===== src/acar_pkg.sv =====
// shared constants, types and helpers for the adc channel average / ratio block
// no dependencies; imported by acar_div and adc_channel_average_ratio

package acar_pkg;

    // sample and accumulator sizing
    localparam int SAMPLE_BITS = 12;
    localparam int COUNT_BITS  = 16;
    localparam int SUM_W       = SAMPLE_BITS + COUNT_BITS;

    // register and field widths
    localparam int CENTER_W = 12;
    localparam int SPAN_W   = 13;
    localparam int CHAN_W   = 3;
    localparam int OP_W     = 2;
    localparam int AXIS_W   = 2;
    localparam int RATIO_W  = 8;
    localparam int MV_W     = 13;
    localparam int CFG_IDX_W  = 4;
    localparam int CFG_DATA_W = 13;

    // stream packing
    localparam int IN_BITS     = CHAN_W + SAMPLE_BITS;
    localparam int IN_TDATA_W  = ((IN_BITS + 7) / 8) * 8;
    localparam int OUT_BITS    = AXIS_W + RATIO_W + MV_W;
    localparam int OUT_TDATA_W = ((OUT_BITS + 7) / 8) * 8;

    // slots
    localparam int NUM_SLOTS = 5;
    localparam int NUM_AXES  = 4;
    localparam int SLOT_W    = 3;
    localparam logic [SLOT_W-1:0] BATT_SLOT = 3'd4;
    localparam logic [COUNT_BITS-1:0] COUNT_MAX = {COUNT_BITS{1'b1}};

    // scaling constants and multiplier sizing
    localparam int MULK_W  = 13;
    localparam int MULA_W  = SUM_W + 1;
    localparam int MULB_W  = (COUNT_BITS + 1 > MULK_W + 1) ? COUNT_BITS + 1 : MULK_W + 1;
    localparam int PROD_W  = MULA_W + MULB_W;
    localparam int RATIO_SCALE = 200;
    localparam int MV_SCALE    = 5000;
    localparam int BATT_DIV    = 4098;

    // divider sizing
    localparam int NUM_W  = SUM_W + MULK_W;
    localparam int DEN_W  = COUNT_BITS + MULK_W;
    localparam int Q_W    = MV_W;
    localparam int DVS_W  = DEN_W + Q_W;
    localparam int CMP_W  = (NUM_W > DVS_W) ? NUM_W : DVS_W;
    localparam int QCNT_W = $clog2(Q_W + 1);
    localparam logic [QCNT_W-1:0] JOY_QBITS  = QCNT_W'(7);
    localparam logic [QCNT_W-1:0] BATT_QBITS = QCNT_W'(Q_W);

    // result limits
    localparam logic [RATIO_W-2:0] RATIO_MAX = 7'd100;
    localparam logic [MV_W-1:0]    MV_MAX    = {MV_W{1'b1}};

    // op codes
    localparam logic [OP_W-1:0] OP_SAMPLE = 2'd0;
    localparam logic [OP_W-1:0] OP_JOY    = 2'd1;
    localparam logic [OP_W-1:0] OP_BATT   = 2'd2;

    // result kinds
    localparam logic KIND_JOY  = 1'b0;
    localparam logic KIND_BATT = 1'b1;

    // register map: centers at 0..3, spans at 4..7
    localparam logic [CFG_IDX_W-1:0] CFG_CENTER_BASE = 4'd0;
    localparam logic [CFG_IDX_W-1:0] CFG_SPAN_BASE   = 4'd4;

    // register reset values
    localparam logic [CENTER_W-1:0] CENTER_RST [NUM_AXES] =
        '{12'd1455, 12'd1425, 12'd1410, 12'd1415};
    localparam logic [SPAN_W-1:0] SPAN_RST [NUM_AXES] =
        '{-13'sd2456, 13'sd2456, 13'sd2456, -13'sd2456};

    // channel to slot routing
    typedef struct packed {
        logic              hit;
        logic [SLOT_W-1:0] slot;
    } slot_map_t;

    // divider handshake
    typedef struct packed {
        logic              start;
        logic [QCNT_W-1:0] qbits;
    } div_ctrl_t;

    typedef struct packed {
        logic done;
        logic ovf;
    } div_stat_t;

    function automatic slot_map_t chan_slot(input logic [CHAN_W-1:0] ch);
        slot_map_t m;
        m.hit  = 1'b1;
        m.slot = '0;
        unique case (ch)
            3'd0:    m.slot = 3'd1;
            3'd1:    m.slot = 3'd0;
            3'd2:    m.slot = 3'd3;
            3'd3:    m.slot = 3'd2;
            3'd4:    m.slot = BATT_SLOT;
            default: m.hit  = 1'b0;
        endcase
        return m;
    endfunction

endpackage


===== src/acar_div.sv =====
// restoring divider, one quotient bit per cycle, with an overflow check up front
// depends on acar_pkg

module acar_div (
    input  logic                       clk,
    input  logic                       rst_n,
    input  acar_pkg::div_ctrl_t        ctrl,
    input  logic [acar_pkg::NUM_W-1:0] num,
    input  logic [acar_pkg::DEN_W-1:0] den,
    output acar_pkg::div_stat_t        stat,
    output logic [acar_pkg::Q_W-1:0]   quo
);
    import acar_pkg::*;

    logic [NUM_W-1:0]  rem_reg, rem_next;
    logic [DVS_W-1:0]  dvs_reg, dvs_next;
    logic [Q_W-1:0]    quo_reg, quo_next;
    logic [QCNT_W-1:0] cnt_reg, cnt_next;
    logic              busy_reg, busy_next;
    logic              first_reg, first_next;
    logic              done_reg, done_next;
    logic              ovf_reg, ovf_next;
    logic              ge;

    // remainder against shifted divisor
    assign ge = CMP_W'(rem_reg) >= CMP_W'(dvs_reg);

    // step logic
    always_comb
    begin
        rem_next   = rem_reg;
        dvs_next   = dvs_reg;
        quo_next   = quo_reg;
        cnt_next   = cnt_reg;
        busy_next  = busy_reg;
        first_next = first_reg;
        ovf_next   = ovf_reg;
        done_next  = 1'b0;
        if (ctrl.start)
        begin
            rem_next   = num;
            dvs_next   = DVS_W'(den) << ctrl.qbits;
            quo_next   = '0;
            cnt_next   = ctrl.qbits;
            busy_next  = 1'b1;
            first_next = 1'b1;
            ovf_next   = 1'b0;
        end
        else if (busy_reg)
        begin
            if (first_reg)
            begin
                // quotient would not fit in qbits
                first_next = 1'b0;
                if (ge)
                begin
                    ovf_next  = 1'b1;
                    busy_next = 1'b0;
                    done_next = 1'b1;
                end
                else
                begin
                    dvs_next = dvs_reg >> 1;
                end
            end
            else
            begin
                if (ge)
                begin
                    rem_next = rem_reg - dvs_reg[NUM_W-1:0];
                end
                quo_next = {quo_reg[Q_W-2:0], ge};
                dvs_next = dvs_reg >> 1;
                cnt_next = cnt_reg - QCNT_W'(1);
                if (cnt_reg == QCNT_W'(1))
                begin
                    busy_next = 1'b0;
                    done_next = 1'b1;
                end
            end
        end
    end

    // control state
    always_ff @(posedge clk or negedge rst_n)
    begin
        if (!rst_n)
        begin
            busy_reg  <= 1'b0;
            first_reg <= 1'b0;
            done_reg  <= 1'b0;
            ovf_reg   <= 1'b0;
            cnt_reg   <= '0;
        end
        else
        begin
            busy_reg  <= busy_next;
            first_reg <= first_next;
            done_reg  <= done_next;
            ovf_reg   <= ovf_next;
            cnt_reg   <= cnt_next;
        end
    end

    // datapath
    always_ff @(posedge clk)
    begin
        rem_reg <= rem_next;
        dvs_reg <= dvs_next;
        quo_reg <= quo_next;
    end

    assign stat.done = done_reg;
    assign stat.ovf  = ovf_reg;
    assign quo       = quo_reg;

endmodule


===== src/adc_channel_average_ratio.sv =====
// per-slot adc averager with joystick ratio and battery millivolt readouts
// depends on acar_pkg and acar_div
//
// a sample beat is taken while idle and the block is ready again the next cycle
// a joystick readout gives four beats, each made with one shared multiplier over three
// passes, then the shared divider at one quotient bit per cycle; output stalls hold each beat
// a battery readout gives one beat, from a 13-bit divide
// an empty slot or zero span skips the divider; input is not ready during a readout
// reset clears all slot sums and counts and loads the default centers and spans

module adc_channel_average_ratio (
    input  logic                               clk,
    input  logic                               rst_n,
    // input stream: tdata = adc_channel, sample_value, zero pad; tuser = op
    input  logic                               s_axis_tvalid,
    output logic                               s_axis_tready,
    input  logic [acar_pkg::IN_TDATA_W-1:0]    s_axis_tdata,
    input  logic [acar_pkg::OP_W-1:0]          s_axis_tuser,
    // output stream: tdata = axis, ratio, millivolts, zero pad; tuser = kind
    output logic                               m_axis_tvalid,
    input  logic                               m_axis_tready,
    output logic [acar_pkg::OUT_TDATA_W-1:0]   m_axis_tdata,
    output logic                               m_axis_tuser,
    output logic                               m_axis_tlast,
    // register writes
    input  logic                               cfg_valid,
    output logic                               cfg_ready,
    input  logic [acar_pkg::CFG_IDX_W-1:0]     cfg_index,
    input  logic [acar_pkg::CFG_DATA_W-1:0]    cfg_data
);
    import acar_pkg::*;

    typedef enum logic [2:0] {
        ST_IDLE,
        ST_LOAD,
        ST_MUL1,
        ST_MUL2,
        ST_MUL3,
        ST_DSTART,
        ST_DIV,
        ST_OUT
    } state_t;

    state_t state_reg, state_next;

    // configuration
    logic [CENTER_W-1:0] center_reg [NUM_AXES];
    logic [SPAN_W-1:0]   span_reg   [NUM_AXES];

    // slot storage
    logic [SUM_W-1:0]      slot_sum_reg   [NUM_SLOTS];
    logic [COUNT_BITS-1:0] slot_count_reg [NUM_SLOTS];

    // sequencer working registers
    logic                     kind_reg, kind_next;
    logic [AXIS_W-1:0]        axis_reg, axis_next;
    logic [SUM_W-1:0]         sum_reg, sum_next;
    logic [COUNT_BITS-1:0]    cnt_reg, cnt_next;
    logic signed [PROD_W-1:0] prod_reg, prod_next;
    logic signed [MULA_W-1:0] diff_reg, diff_next;
    logic signed [PROD_W-1:0] num_reg, num_next;
    logic signed [PROD_W-1:0] den_reg, den_next;
    logic                     neg_reg, neg_next;

    // output registers
    logic                out_valid_reg, out_valid_next;
    logic                out_kind_reg, out_kind_next;
    logic [AXIS_W-1:0]   out_axis_reg, out_axis_next;
    logic [RATIO_W-1:0]  out_ratio_reg, out_ratio_next;
    logic [MV_W-1:0]     out_mv_reg, out_mv_next;
    logic                out_last_reg, out_last_next;

    // input beat fields
    logic [CHAN_W-1:0]      in_chan;
    logic [SAMPLE_BITS-1:0] in_sample;
    logic                   in_accept;
    slot_map_t              in_map;

    // slot access
    logic [SLOT_W-1:0]     slot_addr;
    logic [SUM_W-1:0]      slot_rd_sum;
    logic [COUNT_BITS-1:0] slot_rd_count;
    logic                  smp_wr;
    logic                  slot_clr;

    // shared multiplier
    logic signed [MULA_W-1:0] mul_a;
    logic signed [MULB_W-1:0] mul_b;
    logic signed [PROD_W-1:0] mul_p;

    // divider hookup
    div_ctrl_t          div_ctrl;
    div_stat_t          div_stat;
    logic [NUM_W-1:0]   div_num;
    logic [DEN_W-1:0]   div_den;
    logic [Q_W-1:0]     div_quo;
    logic [PROD_W-1:0]  num_abs;
    logic [PROD_W-1:0]  den_abs;
    logic [RATIO_W-2:0] ratio_mag;

    assign in_chan   = s_axis_tdata[CHAN_W-1:0];
    assign in_sample = s_axis_tdata[CHAN_W +: SAMPLE_BITS];
    assign in_map    = chan_slot(in_chan);

    assign s_axis_tready = (state_reg == ST_IDLE);
    assign in_accept     = s_axis_tvalid && s_axis_tready;
    assign cfg_ready     = 1'b1;

    // register writes
    always_ff @(posedge clk or negedge rst_n)
    begin
        if (!rst_n)
        begin
            for (int i = 0; i < NUM_AXES; i++)
            begin
                center_reg[i] <= CENTER_RST[i];
                span_reg[i]   <= SPAN_RST[i];
            end
        end
        else if (cfg_valid && cfg_ready)
        begin
            if (cfg_index[CFG_IDX_W-1:2] == CFG_CENTER_BASE[CFG_IDX_W-1:2])
            begin
                center_reg[cfg_index[1:0]] <= cfg_data[CENTER_W-1:0];
            end
            else if (cfg_index[CFG_IDX_W-1:2] == CFG_SPAN_BASE[CFG_IDX_W-1:2])
            begin
                span_reg[cfg_index[1:0]] <= cfg_data[SPAN_W-1:0];
            end
        end
    end

    // one slot port: sample accumulate when idle, readout load and clear otherwise
    assign slot_addr     = (state_reg == ST_IDLE) ? in_map.slot :
                           (kind_reg == KIND_BATT) ? BATT_SLOT : SLOT_W'(axis_reg);
    assign slot_rd_sum   = slot_sum_reg[slot_addr];
    assign slot_rd_count = slot_count_reg[slot_addr];
    assign smp_wr        = in_accept && (s_axis_tuser == OP_SAMPLE) && in_map.hit &&
                           (slot_rd_count != COUNT_MAX);
    assign slot_clr      = (state_reg == ST_LOAD);

    always_ff @(posedge clk or negedge rst_n)
    begin
        if (!rst_n)
        begin
            for (int i = 0; i < NUM_SLOTS; i++)
            begin
                slot_sum_reg[i]   <= '0;
                slot_count_reg[i] <= '0;
            end
        end
        else if (smp_wr)
        begin
            slot_sum_reg[slot_addr]   <= slot_rd_sum + SUM_W'(in_sample);
            slot_count_reg[slot_addr] <= slot_rd_count + COUNT_BITS'(1);
        end
        else if (slot_clr)
        begin
            slot_sum_reg[slot_addr]   <= '0;
            slot_count_reg[slot_addr] <= '0;
        end
    end

    // multiplier operand select
    always_comb
    begin
        mul_a = '0;
        mul_b = '0;
        case (state_reg)
            ST_MUL1:
            begin
                if (kind_reg == KIND_BATT)
                begin
                    mul_a = MULA_W'(sum_reg);
                    mul_b = MULB_W'(MV_SCALE);
                end
                else
                begin
                    mul_a = MULA_W'(center_reg[axis_reg]);
                    mul_b = MULB_W'(cnt_reg);
                end
            end
            ST_MUL2:
            begin
                if (kind_reg == KIND_BATT)
                begin
                    mul_a = MULA_W'(cnt_reg);
                    mul_b = MULB_W'(BATT_DIV);
                end
                else
                begin
                    mul_a = MULA_W'($signed(span_reg[axis_reg]));
                    mul_b = MULB_W'(cnt_reg);
                end
            end
            ST_MUL3:
            begin
                mul_a = diff_reg;
                mul_b = MULB_W'(RATIO_SCALE);
            end
            default:
            begin
                mul_a = '0;
                mul_b = '0;
            end
        endcase
    end

    assign mul_p = mul_a * mul_b;

    // magnitudes into the divider
    assign num_abs        = num_reg[PROD_W-1] ? PROD_W'(-num_reg) : PROD_W'(num_reg);
    assign den_abs        = den_reg[PROD_W-1] ? PROD_W'(-den_reg) : PROD_W'(den_reg);
    assign div_num        = num_abs[NUM_W-1:0];
    assign div_den        = den_abs[DEN_W-1:0];
    assign div_ctrl.start = (state_reg == ST_DSTART) && (den_reg != '0);
    assign div_ctrl.qbits = (kind_reg == KIND_BATT) ? BATT_QBITS : JOY_QBITS;

    acar_div u_div (
        .clk   (clk),
        .rst_n (rst_n),
        .ctrl  (div_ctrl),
        .num   (div_num),
        .den   (div_den),
        .stat  (div_stat),
        .quo   (div_quo)
    );

    // clamp of the joystick quotient
    always_comb
    begin
        if (div_stat.ovf || (div_quo[RATIO_W-2:0] > RATIO_MAX) ||
            (div_quo[Q_W-1:RATIO_W-1] != '0))
        begin
            ratio_mag = RATIO_MAX;
        end
        else
        begin
            ratio_mag = div_quo[RATIO_W-2:0];
        end
    end

    // sequencer next state
    always_comb
    begin
        state_next     = state_reg;
        kind_next      = kind_reg;
        axis_next      = axis_reg;
        sum_next       = sum_reg;
        cnt_next       = cnt_reg;
        prod_next      = prod_reg;
        diff_next      = diff_reg;
        num_next       = num_reg;
        den_next       = den_reg;
        neg_next       = neg_reg;
        out_valid_next = out_valid_reg;
        out_kind_next  = out_kind_reg;
        out_axis_next  = out_axis_reg;
        out_ratio_next = out_ratio_reg;
        out_mv_next    = out_mv_reg;
        out_last_next  = out_last_reg;
        unique case (state_reg)
            ST_IDLE:
            begin
                if (in_accept)
                begin
                    if (s_axis_tuser == OP_JOY)
                    begin
                        kind_next  = KIND_JOY;
                        axis_next  = '0;
                        state_next = ST_LOAD;
                    end
                    else if (s_axis_tuser == OP_BATT)
                    begin
                        kind_next  = KIND_BATT;
                        axis_next  = '0;
                        state_next = ST_LOAD;
                    end
                end
            end
            ST_LOAD:
            begin
                sum_next   = slot_rd_sum;
                cnt_next   = slot_rd_count;
                state_next = ST_MUL1;
            end
            ST_MUL1:
            begin
                if (kind_reg == KIND_BATT)
                begin
                    num_next = mul_p;
                end
                else
                begin
                    prod_next = mul_p;
                end
                state_next = ST_MUL2;
            end
            ST_MUL2:
            begin
                den_next = mul_p;
                if (kind_reg == KIND_BATT)
                begin
                    state_next = ST_DSTART;
                end
                else
                begin
                    diff_next  = MULA_W'(sum_reg) - prod_reg[MULA_W-1:0];
                    state_next = ST_MUL3;
                end
            end
            ST_MUL3:
            begin
                num_next   = mul_p;
                state_next = ST_DSTART;
            end
            ST_DSTART:
            begin
                neg_next = num_reg[PROD_W-1] ^ den_reg[PROD_W-1];
                if (den_reg == '0)
                begin
                    // empty slot or zero span
                    out_valid_next = 1'b1;
                    out_kind_next  = kind_reg;
                    out_axis_next  = axis_reg;
                    out_ratio_next = '0;
                    out_mv_next    = '0;
                    out_last_next  = (kind_reg == KIND_BATT) ||
                                     (axis_reg == AXIS_W'(NUM_AXES - 1));
                    state_next     = ST_OUT;
                end
                else
                begin
                    state_next = ST_DIV;
                end
            end
            ST_DIV:
            begin
                if (div_stat.done)
                begin
                    out_valid_next = 1'b1;
                    out_kind_next  = kind_reg;
                    out_axis_next  = axis_reg;
                    out_last_next  = (kind_reg == KIND_BATT) ||
                                     (axis_reg == AXIS_W'(NUM_AXES - 1));
                    if (kind_reg == KIND_BATT)
                    begin
                        out_ratio_next = '0;
                        out_mv_next    = div_stat.ovf ? MV_MAX : div_quo[MV_W-1:0];
                    end
                    else
                    begin
                        out_ratio_next = neg_reg ? RATIO_W'(-{1'b0, ratio_mag}) :
                                                   {1'b0, ratio_mag};
                        out_mv_next    = '0;
                    end
                    state_next = ST_OUT;
                end
            end
            ST_OUT:
            begin
                if (m_axis_tready)
                begin
                    out_valid_next = 1'b0;
                    if (out_last_reg)
                    begin
                        state_next = ST_IDLE;
                    end
                    else
                    begin
                        axis_next  = axis_reg + AXIS_W'(1);
                        state_next = ST_LOAD;
                    end
                end
            end
            default:
            begin
                state_next = ST_IDLE;
            end
        endcase
    end

    // sequencer state and registered outputs
    always_ff @(posedge clk or negedge rst_n)
    begin
        if (!rst_n)
        begin
            state_reg     <= ST_IDLE;
            kind_reg      <= KIND_JOY;
            axis_reg      <= '0;
            out_valid_reg <= 1'b0;
            out_kind_reg  <= KIND_JOY;
            out_axis_reg  <= '0;
            out_ratio_reg <= '0;
            out_mv_reg    <= '0;
            out_last_reg  <= 1'b0;
        end
        else
        begin
            state_reg     <= state_next;
            kind_reg      <= kind_next;
            axis_reg      <= axis_next;
            out_valid_reg <= out_valid_next;
            out_kind_reg  <= out_kind_next;
            out_axis_reg  <= out_axis_next;
            out_ratio_reg <= out_ratio_next;
            out_mv_reg    <= out_mv_next;
            out_last_reg  <= out_last_next;
        end
    end

    // working registers
    always_ff @(posedge clk)
    begin
        sum_reg  <= sum_next;
        cnt_reg  <= cnt_next;
        prod_reg <= prod_next;
        diff_reg <= diff_next;
        num_reg  <= num_next;
        den_reg  <= den_next;
        neg_reg  <= neg_next;
    end

    assign m_axis_tvalid = out_valid_reg;
    assign m_axis_tuser  = out_kind_reg;
    assign m_axis_tlast  = out_last_reg;
    assign m_axis_tdata  = OUT_TDATA_W'({out_mv_reg, out_ratio_reg, out_axis_reg});

    // no input beat while a result is pending
    assert property (@(posedge clk) disable iff (!rst_n)
        m_axis_tvalid |-> !s_axis_tready)
        else $error("input ready while result pending");

    // last marks the battery beat or the final axis
    assert property (@(posedge clk) disable iff (!rst_n)
        (m_axis_tvalid && m_axis_tlast) |->
            (m_axis_tuser == KIND_BATT || out_axis_reg == AXIS_W'(NUM_AXES - 1)))
        else $error("last on a non-final beat");

    // ratio stays within the clamp
    assert property (@(posedge clk) disable iff (!rst_n)
        (m_axis_tvalid && m_axis_tuser == KIND_JOY) |->
            ($signed(out_ratio_reg) <= 8'sd100 && $signed(out_ratio_reg) >= -8'sd100))
        else $error("ratio outside clamp");

    // unused fields are zero
    assert property (@(posedge clk) disable iff (!rst_n)
        m_axis_tvalid |-> (m_axis_tuser == KIND_BATT) ?
            (out_axis_reg == '0 && out_ratio_reg == '0) : (out_mv_reg == '0))
        else $error("unused result field not zero");

    // ready again once the final beat of a readout is taken
    assert property (@(posedge clk) disable iff (!rst_n)
        (m_axis_tvalid && m_axis_tready && m_axis_tlast) |=> s_axis_tready)
        else $error("not ready after readout");

endmodule

===== config.mk =====
export PLATFORM = sky130hd
export DESIGN_NAME = adc_channel_average_ratio
export DESIGN_NICKNAME = d
export VERILOG_FILES = /design/src/acar_pkg.sv /design/src/acar_div.sv /design/src/adc_channel_average_ratio.sv
export SDC_FILE = /design/constraint.sdc
export NUM_CORES = 2
export LEC_CHECK = 0
export BUFFER_PORTS_ARGS = -buffer_cell sky130_fd_sc_hd__buf_4
export CORE_MARGIN = 2
export CORE_UTILIZATION = 25
export CTS_CLUSTER_SIZE = 25
export DETAILED_ROUTE_END_ITERATION = 12
export PLACE_DENSITY = 0.4
export REMOVE_ABC_BUFFERS = 1
export SLEW_MARGIN = 20
export SYNTH_ARGS = -nofsm -noshare
export SYNTH_HDL_FRONTEND = slang
export SYNTH_SLANG_ARGS = --single-unit

===== constraint.sdc =====
create_clock -name clk -period 12.04 [get_ports clk]
set_clock_uncertainty 0.05 [all_clocks]
set_input_delay 2.408 -clock clk [delete_from_list [all_inputs] [get_ports clk]]
set_output_delay 2.408 -clock clk [all_outputs]
set_load 0.01 [all_outputs]

==> results.cfg <==
[floorplan]
initial_core_util_pct = 25.2
die_h_um = 445
fp-row-count = 161
dieArea_sq_um = 198000
die_w_um = 445
ioPinCount = 69
core_sq_um = 193000

[clock_tree]
cts-hold-fix-buffers = 0
cts_resized = 0
h-tree-depth = 3
clk_latency_ps = 680
numCtsBuffers = 77
clk_pin_slew_ps = 60
clockBufferDepth = 3
cts_tree = yes
cts.sink_count = 647
post_cts_buffers = 0
root_buffer = clkbuf_16

[timing]
setup_viol = 0
period_needed_ps = 9950
final_max_slew_viol_count = 0
min_period_over_period_pct = 82.7
worst_pin_slew_ps = 1170
tns_ps = 0
holdWs_ps = 421
hold_violations = 0
timing.fmax_ghz = 0.100
max_slew_margin_pct = 21.7
rsz0062_at_grt = false

[layout]
fin_nets = 5409
fin_util_pct = 28.2
instances_no_fill = 7306
largest_reg_flops = 140
layout-drive-gt1-share_pct = 10.4
finalInstanceArea_sq_um = 54400
syn_to_final_growth_pct = 11.9

[detailed_routing]
postRouteAntennaNets = 0
drt_iter0_markers = 2296
first_pass_iters = 6
vias = 34100
vias_per_cell = 4.67
wl_mm = 146
drc_errors = 0
wl_per_cell_um = 19.9

[global_routing]
track_usage_pct = 14.8
grt_max_degree = 90
grt_pass1_vias = 35500
use_met2_pct = 23.5
top_usage_layer = met2
gr-usage-met3_pct = 1.79
met1_usage_pct = 21.4
overflow = 0
grt_pass1_wl_mm = 226
antenna_found_initial = 5

[setup_path]
max_stage_delay_ps = 890
arrival_ps = 10300
crit_path_start_kind = register
critPathCaptureType = register
critPathKind = register to register
critPathSlowestCell = nor2_1
required_ps = 12380
cp_max_fo = 11
worst_path_most_repeated_cell = fa_1

[synth]
synth_fa_ha_area_share_pct = 23.7
synthMostInstantiatedCell = inv_1
synth_edf_count = 274
synth-main-ff-cell = dfrtp_1
synth.distinct_cells = 93
synth_mux_area_share_pct = 3.93
synth_area_sq_um = 48600
synthArstFlopShare_pct = 55.6
yosys.area_share.simple_pct = 11.5
synth_compound_area_share_pct = 13.1
synthXorXnorAreaFrac_pct = 3.87
seq_area_frac_synth_pct = 36.1
synth_cells = 4733
synth_top_area_share_pct = 18.5
synth_seq_cells = 647
synth_top_area_cell = fa_1
synth_common_cells = inv_1 (721), nand2_1 (454), fa_1 (450), nor2_1 (366), dfrtp_1 (315)
synth.area.top_cells = fa_1 (19%), edfxtp_1 (17%), dfrtp_1 (16%)
syn_area_per_cell_sq_um = 10.3
yosysWarnings = 0
synth_top_family_by_area = adder cells

[status]
status = finished, final reports clean

[place]
dp_cells = 7164
dp_hpwl_mm = 107
numPortBuffers = 65
place_area_sq_um = 51900
gp_congestion = 0.825

[power]
p_per_area_nw_per_um2 = 256
p_leak_nw = 23.8
ir_drop_mv = 0.145

[worst_hold_path]
hold_path_class = register to register

[job]
maxCapViolations = 0
[worst max-delay path: cells and delay by family (launching register included)]
kind / cells / cell delay (ps)
AO/OA/AOI/OAI: 10 / 3110
XOR/XNOR: 1 / 140
adder cells (fa/ha/maj): 7 / 3350
buffers and inverters: 6 / 820
flip-flops: 1 / 550
AND/OR/NAND/NOR: 5 / 1640
[power breakdown]
group	internal, mW	switching, mW
registers	3.37	0.393
logic	2.78	5.03
clock network	1.34	1.00
total	7.49	6.42
[routing by layer]
metal | vias up | part of all wire (%)
met5 | - | 0
met4 | 0 | 1.9
met3 | 151 | 3.4
met2 | 563 | 45
met1 | 17500 | 49
li1 | 15900 | -
[per-stage QoR]
step                power [mW]  setup WS, ps
floorplan                 9.10          1640
global placement          11.7          2160
detailed placement        11.7          2120
CTS                       14.1          2100
global route              15.2          1570
finish                    13.9          2090
[final timing paths]
| path | start | endpoint | slack, ps | depth (start not counted) |
|---|---|---|---|---|
| worst max-delay path | state_reg[1] | num_reg[45] | 2090 | 29 |
| worst min-delay path | u_div.quo[12] | u_div.quo[12] | 420 | 2 |
| worst max register to register | state_reg[1] | num_reg[45] | 2090 | 29 |
| worst min register to register | u_div.quo[12] | u_div.quo[12] | 420 | 2 |
| max in group asynchronous | rst_n | m_axis_tvalid | 8000 | 3 |
| min in group asynchronous | rst_n | slot_sum_reg[112] | 1710 | 1 |
[area by class of cell]
class / instances / area, sq um
Antenna cell: 2 / 5.00
Clock buffer: 106 / 2140
Clock inverter: 34 / 343
Fill cell: 20200 / 138000
Inverter: 721 / 2710
Multi-Input combinational cell: 3133 / 27400
Sequential cell: 647 / 17600
Tap cell: 2526 / 3160
Timing Repair Buffer: 137 / 1040
[cells in the final DEF (no fill, tap or decap), types with 30 or more instances in the layout]
| cell type | count |
|---|---|
| dfrtp_1 | 312 |
| dfstp_2 | 45 |
| o21ai_1 | 70 |
| a22o_1 | 159 |
| buf_4 | 135 |
| xor2_1 | 73 |
| nand3_1 | 155 |
| fa_1 | 450 |
| nor2_1 | 357 |
| o21ai_0 | 98 |
| or3_1 | 30 |
| xnor2_1 | 142 |
| nand2b_1 | 31 |
| ha_1 | 202 |
| nor3_1 | 34 |
| a21o_1 | 59 |
| mux2_2 | 104 |
| clkbuf_16 | 80 |
| a21oi_1 | 160 |
| o2bb2ai_1 | 65 |
| edfxtp_1 | 274 |
| inv_1 | 720 |
| a222oi_1 | 47 |
| nand2_1 | 450 |
[logic make-up after synthesis]
family                   Yosys count
XOR/XNOR                         215
adder cells (fa/ha/maj)          652
multiplexers                     146
AND/OR/NAND/NOR                 1241
buffers and inverters            953
flip-flops                       647
other                              2
AO/OA/AOI/OAI                    877
Power figures use the tool's default switching activity.
